### src/rtl/core/deq_pkg.sv
// Shared sizes, operation and status codes, and controller/datapath link types
// for the double-ended queue core. Depends on nothing.
package deq_pkg;

    localparam int DEPTH     = 32;
    localparam int DATA_BITS = 8;

    localparam int IDX_W   = (DEPTH > 1) ? $clog2(DEPTH) : 1;
    localparam int CNT_W   = $clog2(DEPTH + 1);
    localparam int SUM_W   = IDX_W + 1;
    localparam int KIND_W  = 2;
    localparam int VAL_W   = 8;
    localparam int STAT_W  = 2;
    localparam int OCC_W   = 6;

    typedef logic [KIND_W-1:0] t_kind;
    typedef logic [STAT_W-1:0] t_status;

    localparam t_kind OP_PUSH_FRONT = 2'd0;
    localparam t_kind OP_PUSH_REAR  = 2'd1;
    localparam t_kind OP_POP_FRONT  = 2'd2;
    localparam t_kind OP_POP_REAR   = 2'd3;

    localparam t_status ST_OK    = 2'd0;
    localparam t_status ST_FULL  = 2'd1;
    localparam t_status ST_EMPTY = 2'd2;

    typedef struct packed {
        logic accept;
        logic load_mem;
    } t_dp_cmd;

    typedef struct packed {
        logic needs_read;
    } t_dp_stat;

endpackage

### src/rtl/core/deq_ram.sv
// Generic single-write, single-read RAM with registered read data.
// Standalone; no package needed.
module deq_ram #(
    parameter int WIDTH = 8,
    parameter int DEPTH = 32
) (
    input  logic                                      i_clk,
    input  logic                                      i_we,
    input  logic [((DEPTH > 1) ? $clog2(DEPTH) : 1)-1:0] i_waddr,
    input  logic [WIDTH-1:0]                          i_wdata,
    input  logic [((DEPTH > 1) ? $clog2(DEPTH) : 1)-1:0] i_raddr,
    output logic [WIDTH-1:0]                          o_rdata
);

    logic [WIDTH-1:0] r_mem [DEPTH];
    logic [WIDTH-1:0] r_rdata;

    always_ff @(posedge i_clk) begin
        if (i_we) begin
            r_mem[i_waddr] <= i_wdata;
        end
        r_rdata <= r_mem[i_raddr];
    end

    assign o_rdata = r_rdata;

endmodule

### src/rtl/core/deq_ctrl.sv
// Controller: input/output handshake, output valid flag and the wait state
// for a RAM read. Depends on deq_pkg.
module deq_ctrl
    import deq_pkg::*;
(
    input  logic     i_clk,
    input  logic     i_rst_n,
    input  logic     i_in_valid,
    output logic     o_in_stall,
    output logic     o_out_valid,
    input  logic     i_out_stall,
    input  t_dp_stat i_stat,
    output t_dp_cmd  o_cmd
);

    typedef enum logic [1:0] {
        S_IDLE = 2'b01,
        S_READ = 2'b10
    } t_state;

    t_state r_state, n_state;
    logic   r_out_valid, n_out_valid;
    logic   accept;

    assign o_in_stall = !((r_state == S_IDLE) && (!r_out_valid || !i_out_stall));
    assign accept     = i_in_valid && !o_in_stall;

    always_comb begin
        n_state = r_state;
        case (r_state)
            S_IDLE: begin
                if (accept && i_stat.needs_read) begin
                    n_state = S_READ;
                end
            end
            S_READ:  n_state = S_IDLE;
            default: n_state = S_IDLE;
        endcase
    end

    always_comb begin
        if ((accept && !i_stat.needs_read) || (r_state == S_READ)) begin
            n_out_valid = 1'b1;
        end else if (!i_out_stall) begin
            n_out_valid = 1'b0;
        end else begin
            n_out_valid = r_out_valid;
        end
    end

    always_ff @(posedge i_clk) begin
        if (!i_rst_n) begin
            r_state     <= S_IDLE;
            r_out_valid <= 1'b0;
        end else begin
            r_state     <= n_state;
            r_out_valid <= n_out_valid;
        end
    end

    assign o_out_valid    = r_out_valid;
    assign o_cmd.accept   = accept;
    assign o_cmd.load_mem = (r_state == S_READ);

    a_read_slot_free: assert property (@(posedge i_clk) disable iff (!i_rst_n)
        (r_state == S_READ) |-> !r_out_valid)
        else $error("read result would overwrite a pending word");

    a_read_delivers: assert property (@(posedge i_clk) disable iff (!i_rst_n)
        (r_state == S_READ) |=> (r_out_valid && r_state == S_IDLE))
        else $error("read result not presented");

    a_accept_in_idle: assert property (@(posedge i_clk) disable iff (!i_rst_n)
        (accept && i_stat.needs_read) |=> (r_state == S_READ && !r_out_valid))
        else $error("pop read not scheduled");

endmodule

### src/rtl/core/deq_datapath.sv
// Datapath: head pointer, entry count, circular-buffer addressing, storage RAM
// and the result register. Depends on deq_pkg and deq_ram.
module deq_datapath
    import deq_pkg::*;
(
    input  logic                 i_clk,
    input  logic                 i_rst_n,
    input  t_dp_cmd              i_cmd,
    output t_dp_stat             o_stat,
    input  t_kind                i_kind,
    input  logic [VAL_W-1:0]     i_push_value,
    output logic [VAL_W-1:0]     o_pop_value,
    output t_status              o_status,
    output logic [OCC_W-1:0]     o_occupancy
);

    localparam logic [SUM_W-1:0] DEPTH_S = SUM_W'(DEPTH);
    localparam logic [CNT_W-1:0] DEPTH_C = CNT_W'(DEPTH);
    localparam logic [IDX_W-1:0] LAST_IX = IDX_W'(DEPTH - 1);

    logic [IDX_W-1:0]     r_head, n_head;
    logic [CNT_W-1:0]     r_count, n_count;
    logic [VAL_W-1:0]     r_pop_value;
    t_status              r_status, n_status;
    logic [OCC_W-1:0]     r_occ;

    logic                 full, empty;
    logic [IDX_W-1:0]     head_m1, head_p1, tail_ix, last_ix;
    logic [SUM_W-1:0]     tail_sum, last_sum;
    logic                 we;
    logic [IDX_W-1:0]     waddr, raddr;
    logic [DATA_BITS-1:0] wdata, rdata;

    assign full  = (r_count == DEPTH_C);
    assign empty = (r_count == '0);

    assign head_m1  = (r_head == '0) ? LAST_IX : r_head - 1'b1;
    assign head_p1  = (r_head == LAST_IX) ? '0 : r_head + 1'b1;
    assign tail_sum = {1'b0, r_head} + SUM_W'(r_count);
    assign last_sum = tail_sum - 1'b1;
    assign tail_ix  = (tail_sum >= DEPTH_S) ? IDX_W'(tail_sum - DEPTH_S) : IDX_W'(tail_sum);
    assign last_ix  = (last_sum >= DEPTH_S) ? IDX_W'(last_sum - DEPTH_S) : IDX_W'(last_sum);

    assign wdata = DATA_BITS'(i_push_value);

    always_comb begin
        n_head   = r_head;
        n_count  = r_count;
        n_status = ST_OK;
        we       = 1'b0;
        waddr    = tail_ix;
        raddr    = r_head;
        o_stat.needs_read = 1'b0;
        case (i_kind)
            OP_PUSH_FRONT: begin
                if (full) begin
                    n_status = ST_FULL;
                end else begin
                    we      = 1'b1;
                    waddr   = head_m1;
                    n_head  = head_m1;
                    n_count = r_count + 1'b1;
                end
            end
            OP_PUSH_REAR: begin
                if (full) begin
                    n_status = ST_FULL;
                end else begin
                    we      = 1'b1;
                    n_count = r_count + 1'b1;
                end
            end
            OP_POP_FRONT: begin
                if (empty) begin
                    n_status = ST_EMPTY;
                end else begin
                    o_stat.needs_read = 1'b1;
                    n_head  = head_p1;
                    n_count = r_count - 1'b1;
                end
            end
            OP_POP_REAR: begin
                if (empty) begin
                    n_status = ST_EMPTY;
                end else begin
                    o_stat.needs_read = 1'b1;
                    raddr   = last_ix;
                    n_count = r_count - 1'b1;
                end
            end
            default: n_status = ST_OK;
        endcase
    end

    deq_ram #(
        .WIDTH (DATA_BITS),
        .DEPTH (DEPTH)
    ) u_ram (
        .i_clk   (i_clk),
        .i_we    (we && i_cmd.accept),
        .i_waddr (waddr),
        .i_wdata (wdata),
        .i_raddr (raddr),
        .o_rdata (rdata)
    );

    always_ff @(posedge i_clk) begin
        if (!i_rst_n) begin
            r_head  <= '0;
            r_count <= '0;
        end else if (i_cmd.accept) begin
            r_head  <= n_head;
            r_count <= n_count;
        end
    end

    always_ff @(posedge i_clk) begin
        if (i_cmd.accept) begin
            r_status    <= n_status;
            r_occ       <= OCC_W'(n_count);
            r_pop_value <= '0;
        end else if (i_cmd.load_mem) begin
            r_pop_value <= VAL_W'(rdata);
        end
    end

    assign o_pop_value = r_pop_value;
    assign o_status    = r_status;
    assign o_occupancy = r_occ;

    a_count_bound: assert property (@(posedge i_clk) disable iff (!i_rst_n)
        (r_count <= DEPTH_C) && (SUM_W'(r_head) < DEPTH_S))
        else $error("queue pointer or count out of range");

    a_idle_hold: assert property (@(posedge i_clk) disable iff (!i_rst_n)
        !$past(i_cmd.accept) |-> ($stable(r_count) && $stable(r_head)))
        else $error("queue state moved without an accepted word");

endmodule

### src/rtl/core/double_ended_queue_core.sv
// Double-ended queue of DATA_BITS-wide characters in a DEPTH-entry circular
// buffer; each input word is one push or pop at either end and yields one result
// word with the popped value, a status code and the occupancy afterwards. A push
// or a refused operation has its result registered on acceptance; a successful pop
// first waits in a read state, as the storage RAM has a registered read port. One word is in work
// at a time; the next is accepted once its result has been taken or in the
// cycle the held result leaves. Depends on deq_pkg, deq_ctrl, deq_datapath.
module double_ended_queue_core
    import deq_pkg::*;
(
    input  logic             i_clk,
    input  logic             i_rst_n,
    input  logic             i_in_valid,
    output logic             o_in_stall,
    input  t_kind            i_kind,
    input  logic [VAL_W-1:0] i_push_value,
    output logic             o_out_valid,
    input  logic             i_out_stall,
    output logic [VAL_W-1:0] o_pop_value,
    output t_status          o_status,
    output logic [OCC_W-1:0] o_occupancy
);

    t_dp_cmd  cmd;
    t_dp_stat stat;

    deq_ctrl u_ctrl (
        .i_clk       (i_clk),
        .i_rst_n     (i_rst_n),
        .i_in_valid  (i_in_valid),
        .o_in_stall  (o_in_stall),
        .o_out_valid (o_out_valid),
        .i_out_stall (i_out_stall),
        .i_stat      (stat),
        .o_cmd       (cmd)
    );

    deq_datapath u_datapath (
        .i_clk        (i_clk),
        .i_rst_n      (i_rst_n),
        .i_cmd        (cmd),
        .o_stat       (stat),
        .i_kind       (i_kind),
        .i_push_value (i_push_value),
        .o_pop_value  (o_pop_value),
        .o_status     (o_status),
        .o_occupancy  (o_occupancy)
    );

endmodule

### config.mk
export PLATFORM = sky130hd
export DESIGN_NAME = double_ended_queue_core
export DESIGN_NICKNAME = d
export VERILOG_FILES = /design/src/rtl/core/deq_pkg.sv /design/src/rtl/core/deq_ram.sv /design/src/rtl/core/deq_ctrl.sv /design/src/rtl/core/deq_datapath.sv /design/src/rtl/core/double_ended_queue_core.sv
export SDC_FILE = /design/constraint.sdc
export NUM_CORES = 1
export LEC_CHECK = 0
export BUFFER_PORTS_ARGS = -buffer_cell sky130_fd_sc_hd__buf_2
export CAP_MARGIN = 20
export CELL_PAD_IN_SITES_DETAIL_PLACEMENT = 2
export CELL_PAD_IN_SITES_GLOBAL_PLACEMENT = 2
export CORE_ASPECT_RATIO = 1.25
export CORE_MARGIN = 3
export CORE_UTILIZATION = 43
export CTS_CLUSTER_DIAMETER = 60
export CTS_CLUSTER_SIZE = 28
export DETAILED_ROUTE_END_ITERATION = 16
export PLACE_DENSITY = 0.76
export RECOVER_POWER = 100
export SYNTH_ARGS = -nofsm -noshare
export SYNTH_HDL_FRONTEND = slang
export SYNTH_HIERARCHICAL = 1
export SYNTH_SLANG_ARGS = --single-unit
### constraint.sdc
create_clock -name i_clk -period 3.47 [get_ports i_clk]
set_input_delay 0.8675 -clock i_clk [delete_from_list [all_inputs] [get_ports i_clk]]
set_output_delay 0.8675 -clock i_clk [all_outputs]
set_load 0.005 [all_outputs]
==> reports/qor.txt <==
number of sinks driven by the clock tree: 294
WP data required: 3910 ps
PnR Total Power: 8.97 mW
ANT cells: 0
destination of the worst hold path: u_datapath/o_pop_value[5]
Hold Path Cell Cnt: 2
synthesized-area fraction occupied by ao, oa, aoi and oai cells: 3.55%
first-pass GRT wire length: 51.9 mm
leakage dissipation: 4.54 nW
VDD IR max: 0.509 mV
final instance count without filler cells: 1111
adder-cell share of the synthesized area: 1.20%
most used flip-flop cell after synthesis: sky130_fd_sc_hd__edfxtp_1
Rel. slew slack: -12.8%
count of routing violations after the opening detailed-route iteration: 510
Setup Total Neg Slack: 0 ps
fraction of registers with async set/reset: 0%
Detailed Routing Iterations Pass 1: 5
register-to-register path setup slack: 50 ps
Least-Margin Pin Slew: 1690 ps
core region area: 27200 um2
most area-hungry cell type in the Yosys netlist: sky130_fd_sc_hd__edfxtp_1
flop and latch count out of synthesis: 294
net total in the final layout: 775
commonest cells in the netlist: 264 x sky130_fd_sc_hd__edfxtp_1, 80 x sky130_fd_sc_hd__mux4_2, 50 x sky130_fd_sc_hd__nor2_1
x dimension of the die: 156 um
critical path startpoint category: register
run status: finished with violations
Bufs and invs on worst path: 3
number of vias per cell: 6.04
Simple-Gate Fraction of Synth Area: 5.47%
crit-path max cell delay: 540 ps
Detail Route Antenna Nets: 0
clock tree from TritonCTS: yes
count of buffers inserted at the top-level ports: 31
number of nets produced by synthesis: 676
total number of H-tree levels: 1
final count of pins violating max slew: 231
average wire per standard cell: 32.0 um
sequential fraction of the synthesis area: 70.7%
master cell of the clock root buffer: sky130_fd_sc_hd__clkbuf_16
path type of the worst setup path: reg2reg
depth of the most critical reg-to-reg path: 11
final core area utilization: 51.7%
Reg-to-Reg End: u_datapath/u_ram/o_rdata[3]
source-to-sink clock delay at the later pin of the worst-skew pair: 550 ps
top cell family by delay on the critical path: multiplexers
leftover overflow at the end of global routing: 0
worst hold margin: 503 ps
clock slew seen by the registers of the worst setup and hold paths: 100 ps
worst min path class: reg2reg
crit end category: register
post-synthesis mux area share: 16.4%
placement row count: 67
failing checks: max-capacitance violations, max-slew violations
routed wire length: 35.5 mm
critical-path cell list: inv_2 > ha_4 > or4b_4 > o211ai_4 > nand2_2 > o21ai_4 > buf_12 > buf_16 > mux4_2 > mux4_2 > mux2_2
PD cells: 637 nW/um2
EDFF count, synth: 264
initial core utilization: 44.3%
Post-Route Skew: 33.7 ps
Mapped Area: 12100 um2
global placer's final weighted congestion: 0.792
xor/xnor share of the synthesized area: 0.799%
Synth Warn #: 6
synthesized area per cell: 18.5 um2
most frequent cell after synthesis: sky130_fd_sc_hd__edfxtp_1
layout cells sized above 1: 31.3%
number of buffers on the longest clock path: 3
final number of hold-violating endpoints: 0
I/O pin count: 32
time the final worst path needs with I/O delays and setup: 3420 ps
number of vias in the routed layout: 6707
vertical die dimension: 193 um
cell at the slowest stage of the critical path: sky130_fd_sc_hd__mux4_2
number of buffers created by CTS: 22
largest net degree at the start of global routing: 33
launch point of the worst reg-to-reg path: u_datapath/r_count[1]
CP Max Fanout: 5
leading post-synthesis cells by cell area: sky130_fd_sc_hd__edfxtp_1 66%, sky130_fd_sc_hd__mux4_2 15%, sky130_fd_sc_hd__dfxtp_1 5.0%
number of antenna violations at the first check in global routing: 0
maximum clock rate: 0.293 GHz
Die ar.: 30100 um2
number of instances in the placed design: 1058
count of mapped cells out of synthesis: 651
setup violators final: 0
number of distinct standard cells referenced by the synthesized netlist: 58
Max Cap Viol: 7
startpoint of the lowest-slack hold path: u_datapath/u_ram/o_rdata[5]
most used cell, CP: sky130_fd_sc_hd__mux4_2
WP data arrival: 3860 ps
area fraction of the dominant cell type after synthesis: 65.7%
HPWL reported at the end of detailed placement: 23.3 mm
final period utilization: 98.5%
area growth from synthesis to final layout: 16.7%
combined global-route utilization of all metal layers: 23.5%
largest family of logic cells by synthesized area: multiplexers
number of global-route vias before repair: 7464
count of unresolved DRC violations after routing: 0
==> power by group <==
part | leakage, nW | internal (mW) | switching, mW
Combinational | 1.53 | 1.00 | 1.11
Sequential | 2.63 | 4.00 | 0.0750
Clock | 0.383 | 1.33 | 1.45
==> through the flow <==
stage | cell area [um2] | worst slack [ps]
final | 14100 | 53.0
after global routing | 14100 | -32.7
after CTS | 14100 | -3.77
after detailed placement | 13000 | -154
after global placement | 13000 | -25.2
after floorplan | 12100 | 14.2
==> layout by cell type, fill, tap and decap left out, types with 6 or more instances in the layout <==
cell / instances
sky130_fd_sc_hd__buf_12: 7
sky130_fd_sc_hd__dfxtp_1: 27
sky130_fd_sc_hd__nand3_1: 10
sky130_fd_sc_hd__inv_1: 8
sky130_fd_sc_hd__buf_2: 13
sky130_fd_sc_hd__clkbuf_16: 26
sky130_fd_sc_hd__clkbuf_2: 19
sky130_fd_sc_hd__edfxtp_1: 264
sky130_fd_sc_hd__nor2b_1: 7
sky130_fd_sc_hd__o21ai_0: 16
sky130_fd_sc_hd__ha_1: 7
sky130_fd_sc_hd__a21oi_1: 19
sky130_fd_sc_hd__nor2_1: 50
sky130_fd_sc_hd__xnor2_1: 6
sky130_fd_sc_hd__clkbuf_1: 26
sky130_fd_sc_hd__buf_4: 33
sky130_fd_sc_hd__nand2_1: 16
sky130_fd_sc_hd__mux4_2: 80
sky130_fd_sc_hd__mux2i_1: 8
==> state kept, by name (all words and copies together) (netlist names), 2 cells and up <==
signal                    cells
u_datapath/u_ram/r_mem      256
u_datapath/o_pop_value        8
u_datapath/u_ram/o_rdata      8
u_datapath/o_occupancy        6
u_datapath/r_count            6
u_datapath/r_head             5
u_ctrl/r_state                2
u_datapath/o_status           2
==> per-layer routing <==
metal	vias up	wire length, um	track usage, %	part of all wire (%)
met5	-	0	0	0
met4	0	1520	9.20	4.3
met3	75	1380	3.51	3.9
met2	185	18900	41.2	53
met1	3612	13700	29.3	39
li1	2835	-	-	-
==> kinds of logic after synthesis <==
group | Yosys count
simple gates | 125
xor+xnor | 11
buf+inv | 46
compound gates | 67
fa+ha+maj | 11
flops | 294
mux | 97
==> worst register-to-register path: cells and delay by family, from the launching register on <==
family,cells,cell delay (ps)
AOI/OAI and AO/OA,2,470
adders and majority gates,1,130
buffers and inverters,3,450
DFF,1,350
muxes,3,1340
and+or+nand+nor,2,590
==> what timing repair did <==
item,4_1_cts,5_1_grt
cloned,4,3
gates resized for setup,18,19
pin swaps,2,5
setup buffers,6,1
endpoints found under the setup margin,24,185
endpoints found under the hold margin,0,0
hold buffers,0,0
==> worst max-delay path by stage <==
stage,startpoint,end,slack (ps),cells after the start
floorplan,u_datapath/r_count[0],u_datapath/u_ram/o_rdata[0],10,12
global placement,i_kind[0],u_datapath/u_ram/r_mem[25][7],-30,7
detailed placement,u_datapath/r_count[0],u_datapath/u_ram/o_rdata[6],-150,10
CTS,u_datapath/r_count[1],u_datapath/u_ram/r_mem[26][1],-4,10
global route,u_datapath/r_count[1],u_datapath/u_ram/o_rdata[0],-30,11
finish,u_datapath/r_count[1],u_datapath/u_ram/o_rdata[3],50,11
==> layout make-up <==
class,count,area (um2)
inverters,12,45.0
flip-flops and latches,294,8530
well taps,345,432
fillers,2356,13200
repair buffers,109,872
multi-input cells,311,3410
clock inverters,16,208
clock buffers,24,579
No activity file was read; power rests on OpenSTA's default activity.
